==> config.mk <==
export PLATFORM = sky130hd
export DESIGN_NAME = gsa_ram
export DESIGN_NICKNAME = d
export VERILOG_FILES = /design/src/rtl/core/gsa_ram.sv
export SDC_FILE = /design/constraint.sdc
export NUM_CORES = 1
export LEC_CHECK = 0
export BUFFER_PORTS_ARGS = -buffer_cell sky130_fd_sc_hd__buf_2
export CELL_PAD_IN_SITES_DETAIL_PLACEMENT = 0
export CELL_PAD_IN_SITES_GLOBAL_PLACEMENT = 2
export CORE_ASPECT_RATIO = 1.2
export CORE_MARGIN = 10
export CORE_UTILIZATION = 29
export DETAILED_ROUTE_END_ITERATION = 10
export PLACE_DENSITY_LB_ADDON = 0.1
export SETUP_SLACK_MARGIN = 0.4
export SLEW_MARGIN = 30
export SYNTH_ARGS = -nofsm -noshare
export SYNTH_HDL_FRONTEND = slang
export SYNTH_SLANG_ARGS = --single-unit
==> constraint.sdc <==
create_clock -name clk -period 3.75 [get_ports clk]
set_input_delay 0.9375 -clock clk [delete_from_list [all_inputs] [get_ports clk]]
set_output_delay 0.9375 -clock clk [all_outputs]
set_load 0.01 [all_outputs]
==> src/rtl/core/gsa_ram.sv <==
// Simple dual-port synchronous RAM with one write port and a registered read port.
module gsa_ram #(
	parameter int AW = 5,
	parameter int DW = 32
) (
	input  logic          clk,
	input  logic          we,
	input  logic [AW-1:0] waddr,
	input  logic [DW-1:0] wdata,
	input  logic          re,
	input  logic [AW-1:0] raddr,
	output logic [DW-1:0] rdata
);

	logic [DW-1:0] mem [1 << AW];

	always_ff @(posedge clk) begin
		if (we) begin
			mem[waddr] <= wdata;
		end
	end

	// Read data holds until the next read enable.
	always_ff @(posedge clk) begin
		if (re) begin
			rdata <= mem[raddr];
		end
	end

endmodule

[Word-level counts from Yosys, hierarchy flattened]
Memory sizes are Yosys's and may differ from the RTL's. A register that Yosys moved wholly into a read port is not among the register bits.
Index checks and enable logic that the tools add are counted.
Word-level totals
  register bits: 0
  memory bits (writable): 1024
  bits of input ports: 45
  output and inout bits: 32
  logic and storage cells: 3
  memories: 1
Memory list
  mem: depth 32, width 32, rd ports 1, clocked after memory_dff 1, wr ports 1, line 15  | logic [DW-1:0] mem [1 << AW];
Cells by class
  multiplexer cells: 2
Operator list (number)
  two-way mux 1 bit: 2

[Longest topological paths before layout]
Gate-level depths: netlist (run 1).
  depth after elaboration: 2
  gate-level depth with buffers: 8

[Worst setup path after synthesis (run 1)]
No wires, ideal clock.
  kind: input to register
  start: input port waddr[1]
  end: memory mem[12][0] (enable)
  data arrival time: 2950 ps
  data required time: 3329 ps
  setup slack: 378 ps
  stages on the path: 3
  path through: or3b_2 clkbuf_1 nor2_1
RTL lines
  start, declared: line 8  | input logic [AW-1:0] waddr,
  end, declared: line 15
No word-level cell before the write port.

[Worst setup path after layout (run 1)]
  start: register rdata[9], read port of mem
  end: output port rdata[9]
RTL lines
  start, declared: line 12  | output logic [DW-1:0] rdata
No word-level cell between the ends.

==> results by group, run 1 <==
GRT
  – Tot GR Track Use: 15.9%
  – Initial antenna violation count: 15
  – Total grt overflow: 0
  – First-pass GRT wire length: 175000 um
  – Largest net degree at the start of global routing: 67
  – Vias in the first global route: 21900

Power
  – Switching share of total power: 21.7%
  – Internal power: 19.9 mW
  – Psw: 5.49 mW
  – Reg power frac: 52.2%
  – Static Leak: 16.4 nW
  – Maximum vdd ir drop: 0.411 mV
  – Pwr Density: 529 nW/um^2
  – Combinational power share: 5.2%
  – Clock power frac: 42.6%

Clock network
  – CTS sink cnt: 1056
  – CTS tree: yes
  – Post-CTS Setup Bufs: 0
  – Clock tree buffer depth: 3
  – Num CTS Buffers: 109
  – Clock latency on the worst-skew pair: 700 ps
  – H-Tree Depth: 3
  – Clk pin slew, worst setup/hold paths: 60 ps
  – Root buffer cell: clkbuf_16
  – Hold_buf cts: 0
  – Resized Gates After CTS: 0

STA
  – Setup WS post-layout: 1350 ps
  – Worst slew margin: 49.1%
  – FMAX: 416 MHz
  – Clock Skew: 16.5 ps
  – Worst-margin pin slew: 763 ps
  – Tcrit/Tclk final: 64.1%
  – Final Critical Period: 2400 ps
  – Max-slew violations: 0
  – Unrepaired setup endpoints after global routing: no
  – Hold WS: 676 ps
  – Final-report hold violation count: 0
  – Setup TNS: 0 ps
  – Setup violators final: 0

Logic synthesis
  – Mapped Area: 40800 um^2
  – Flops & latches, synth: 1056
  – Post-synth cell types: 24
  – Synth area leaders: edfxtp_1 (78%), mux2i_1 (13%), a22oi_1 (1.8%)
  – Syn Nets: 2305
  – Syn Inst Count: 2260
  – Register area share after synthesis: 77.7%
  – Synth area leader: edfxtp_1
  – Post-synth top area share: 77.7%
  – Yosys warns: 0
  – Syn_area_per_cell: 18.1 um^2

Critical path
  – Critical path class: reg2out
  – Worst Path Buf+Inv: 1
  – Delay of the slowest critical-path stage: 540 ps
  – CP Data Required Time: 2810 ps
  – Nature of the critical path startpoint: flop
  – CP max FO: 1
  – CP endpoint kind: output pin
  – CP max-delay cell: edfxtp_1
  – Worst path arrival time: 1460 ps
  – Critical path's top delay family: flip-flops
  – CP Cell Sequence: buf_2

Detailed routing
  – Met3 routed WL: 4430 um
  – Final WL: 126000 um
  – Top routing layer in use: met5
  – Vias/cell: 4.83
  – Vias: 21000
  – Antenna viol nets, final: 0
  – Wire per inst: 28.9 um
  – DRT Pass-1 Iters: 6
  – DR WL met2: 66000 um
  – Initial DRC count: 1242
  – Remaining DRCs: 0
  – Post-Route M1 WL: 52800 um

Floorplan
  – Die Ht: 431 um
  – Core region area: 140000 um^2
  – Die area: 156000 um^2
  – DIE WIDTH: 362 um
  – Rows: 150
  – Io pins: 77
  – Initial Util: 29.2%

Final layout
  – Register area: 31700 um^2
  – Multi-input logic area: 8610 um^2
  – Final Instance Area: 47900 um^2
  – Layout fillers: 13300
  – Layout Cells excl Fill: 4346
  – Final #Nets: 2473
  – Area Overhead vs Synth: 17.5%
  – Share of cells above drive strength 1: 15.0%

Placed design
  – HPWL Detailed: 66600 um
  – Port Buffers: 76
  – Gpl congestion: 0.715
  – Placed Instances: 4141
  – Pre-CTS setup slack: 611 ps
  – DP Area: 44400 um^2

Min path
  – HP Class: reg2reg

Run
  – Max cap viols: 0

Run status
  – Status: finished clean
## final timing paths
check / cells past startpoint / endpoint / slack (ps) / startpoint
setup reg to reg: 5 / rdata[14] / 2200 / mem[1][14]
hold / removal: 4 / rdata[10] / 680 / mem[26][10]
setup / recovery: 1 / rdata[9] / 1350 / rdata[9]
hold reg to reg: 4 / rdata[10] / 680 / mem[26][10]
## routing by layer
metal / up-vias / global-route usage [%]
li1: 9370 / -
met1: 11200 / 19.6
met2: 346 / 28.8
met3: 128 / 2.30
met4: 10 / 4.11
met5: - / 0
## synthesized netlist by cell type, drive strengths merged
cell type,number
a31oi,32
nor3,32
or2,1
nor2b,1
buf,79
a22oi,96
nand2b,2
and2b,1
edfxtp,1056
a21oi,96
clkbuf,48
mux2i,512
nand3b,5
or3b,3
or3,1
nor2,34
nand2,98
a22o,64
and2,1
nand3,98
## worst register-to-register path: stages (launching register included)
cell	delay, ps
edfxtp_1	360
mux2i_1	150
a22o_1	170
nor3_1	70
a31oi_1	270
nand3_1	220
## through the flow
stage	power, mW	utilization [%]
2_1_floorplan	14.2	-
3_3_place_gp	14.8	31.8
3_5_place_dp	14.8	31.8
4_1_cts	25.7	34.3
5_1_grt	26.3	34.3
6_report	25.4	34.3
## state kept, by name, indices dropped and copies added, names as in the netlist
name	cells
mem	1024
rdata	32
## cell usage in the layout, fill, tap and decap left out, drive strengths merged
cell type and instances:
a21oi 96, a22o 64, a22oi 96, a31oi 32, and2 1, and2b 1
buf 184, bufinv 12, clkbuf 133, clkinv 53, clkinvlp 2, diode 2
edfxtp 1056, inv 3, mux2i 512, nand2 98, nand2b 2, nand3 98
nand3b 5, nor2 34, nor2b 1, nor3 32, or2 1, or3 1
or3b 3
## logic make-up after synthesis
group / synth area share (%)
flip-flops: 77.7
multiplexers: 12.6
AO/OA/AOI/OAI: 4.81
AND/OR/NAND/NOR: 3.08
buffers and inverters: 1.85
## area by class of cell
class,instances,share of cell area (%)
clock buffers,133,6.01
multi-input cells,1077,18.0
clock inverters,70,1.34
well taps,1824,4.76
flip-flops and latches,1056,66.2
diodes,2,0.0104
repair buffers,184,3.76
## power by group through the flow
stage                     logic, mW  clock network [mW]  registers, mW
final                          1.31                10.8           13.2
after detailed placement       1.35                   0           13.5
after global routing           1.42                11.6           13.2
after floorplan               0.679                   0           13.5
after CTS                      1.36                11.1           13.2
after global placement         1.34                   0           13.5
Power figures use the tool's default switching activity.
==> inputs of run 2 (changes only) <==
==> constraint.sdc (replaced) <==
create_clock -name clk -period 2.4 [get_ports clk]
set_input_delay 0.6 -clock clk [delete_from_list [all_inputs] [get_ports clk]]
set_output_delay 0.6 -clock clk [all_outputs]
set_load 0.01 [all_outputs]
==> run 2 against run 1 <==
Non-clock buffer count up 90. Design area increased by 2.9%. Highest routed layer unchanged. Hold slack got worse by 300 ps. Utilization rose by 0.98 points. Sequential share of layout area decreased by 1.8 points. Critical endpoint is now rdata[16].
==> results by group, run 2 (same netlist as run 1, synthesis figures left out) <==
Clock network
  – Num CTS Buffers: 112 (+2.8%)
  – CTS tree: yes
  – Clk pin slew, worst setup/hold paths: 60 ps (about the same)
  – Clock latency on the worst-skew pair: 710 ps (about the same)
  – Clock tree buffer depth: 3 (unchanged)
  – CTS sink cnt: 1056 (unchanged)
  – Root buffer cell: clkbuf_16
  – H-Tree Depth: 3 (unchanged)

Placed design
  – Port Buffers: 76 (unchanged)
  – Gpl congestion: 0.718 (+0.46%)
  – DP Area: 45700 um^2 (+2.9%)
  – HPWL Detailed: 71900 um (+7.9%)

Critical path
  – Worst path arrival time: 1460 ps (about the same)
  – Worst setup path end: rdata[16]
  – CP max-delay cell: edfxtp_1
  – Reg-to-Reg Start: mem[3][18]
  – Reg2reg path depth: 6 (+1)
  – Critical path class: reg2out
  – RR Endpoint: rdata[18]
  – CP endpoint kind: output pin
  – CP Cell Sequence: buf_6
  – Delay of the slowest critical-path stage: 560 ps (+20 ps)
  – Crit path depth: 1 (unchanged)
  – Worst Path Buf+Inv: 1 (unchanged)
  – CP max FO: 1 (unchanged)
  – Critical path's top delay family: flip-flops
  – CP Data Required Time: 1800 ps (-1010 ps)
  – Setup crit start: rdata[16]
  – Worst R2R Setup Slack: 840 ps (-1360 ps)
  – Nature of the critical path startpoint: flop

Final layout
  – Layout fillers: 13100 (-1.1%)
  – Register area: 31700 um^2 (unchanged)
  – Ant diodes: 0 (-2)
  – Final #Nets: 2566 (+3.8%)
  – Commonest non-fill, non-tap cell in the layout: edfxtp_1
  – Top Registers: mem x1024, rdata x32
  – Multi-input logic area: 8630 um^2 (+0.20%)
  – Share of cells above drive strength 1: 17.9% (+2.9 points)
  – Max reg flops: 1024 (unchanged)
  – Reg with most FFs: mem
  – Final Instance Area: 49300 um^2 (+2.9%)
  – Area Overhead vs Synth: 20.8%
  – Most frequent cells in the layout: edfxtp_1 (1056), mux2i_1 (512), clkbuf_16 (117)

Floorplan
  – Io pins: 77 (unchanged)
  – Die Ht: 431 um (unchanged)
  – DIE WIDTH: 362 um (unchanged)
  – Rows: 150 (unchanged)
  – Core region area: 140000 um^2 (unchanged)
  – Initial Util: 29.2% (unchanged)
  – Die area: 156000 um^2 (unchanged)

Run
  – Max cap viols: 0 (unchanged)

Min path
  – HP Class: in2reg

STA
  – Clock Skew: 13.8 ps (-2.70 ps)
  – FMAX: 485 MHz
  – Max-slew violations: 0 (unchanged)
  – Setup TNS: 0 ps (unchanged)
  – Worst slew margin: 58.3% (+9.2 points)
  – Final Critical Period: 2060 ps
  – Worst-margin pin slew: 625 ps (-138 ps)
  – Final-report hold violation count: 0 (unchanged)
  – Tcrit/Tclk final: 85.9%
  – Setup violators final: 0 (unchanged)
  – Unrepaired setup endpoints after global routing: yes

Power
  – Pwr Density: 806 nW/um^2 (+52%)
  – Maximum vdd ir drop: 0.620 mV (+51%)
  – Static Leak: 17.0 nW (+4.0%)

Detailed routing
  – Vias/cell: 4.78 (-1.2%)
  – Antenna viol nets, final: 0 (unchanged)
  – Top routing layer in use: met5
  – Wire per inst: 27.5 um (-4.8%)
  – DRT Pass-1 Iters: 4 (-2)
  – Met3 routed WL: 3990 um (-9.8%)
  – DR WL met2: 61400 um (-6.9%)
  – Initial DRC count: 1201 (-3.3%)
  – Remaining DRCs: 0 (unchanged)
  – Final WL: 122000 um (-2.8%)
  – Post-Route M1 WL: 53700 um (+1.8%)
  – Vias: 21200 (+0.89%)

GRT
  – Initial antenna violation count: 8 (-7)
  – Tot GR Track Use: 15.5% (-0.42 points)
  – Largest net degree at the start of global routing: 47 (-30%)
  – Vias in the first global route: 22100 (+1.1%)
  – Total grt overflow: 0 (unchanged)
  – First-pass GRT wire length: 171000 um (-2.2%)

Run status
  – Status: finished clean
==> run 2: per-stage QoR <==
step / util (%) / setup WS [ps] / power, mW / std cells / hold slack, ps
after floorplan: - / 116 / 22.1 / 2260 / 629
after global placement: 32.7 / -62.7 / 23.4 / 4231 / 665
after detailed placement: 32.7 / -88.7 / 23.4 / 4231 / 663
after CTS: 35.3 / 253 / 40.4 / 4439 / 301
after global routing: 35.3 / 288 / 41.3 / 4439 / 383
final: 35.3 / 337 / 39.7 / 4439 / 373
==> run 2: worst min path at each step <==
stage,end,depth (start not counted),startpoint,slack [ps]
final,mem[9][4],1,wdata[4],370
after global routing,mem[18][4],1,wdata[4],380
after CTS,mem[18][4],1,wdata[4],300
after detailed placement,rdata[1],4,mem[26][1],660
after global placement,rdata[12],4,mem[16][12],660
after floorplan,rdata[10],4,mem[16][10],630
==> run 2: final cells by class <==
type | instances | area share (%)
flip-flops and latches | 1056 | 64.3
multi-input cells | 1077 | 17.5
repair buffers | 274 | 6.33
clock buffers | 143 | 6.14
well taps | 1824 | 4.63
clock inverters | 65 | 1.08
==> run 2: power by group <==
group	switching [mW]	total [mW]	internal [mW]	leakage, nW
Clock	6.99	16.8	9.80	1.74
Sequential	0.0994	20.7	20.6	9.54
Combinational	1.40	2.26	0.854	5.76
==> run 2: routing by layer <==
metal	vias up	GRT usage (%)
met3	158	2.19
li1	9556	-
met1	11100	19.9
met2	354	26.8
met4	6	4.67
met5	-	0
==> run 2: what timing repair did <==
action / in CTS / in global routing
hold buffers: 0 / 0
gates resized for setup: 5 / 2
pin swaps: 0 / 0
setup buffers: 0 / 0
endpoints found under the setup margin: 13 / 11
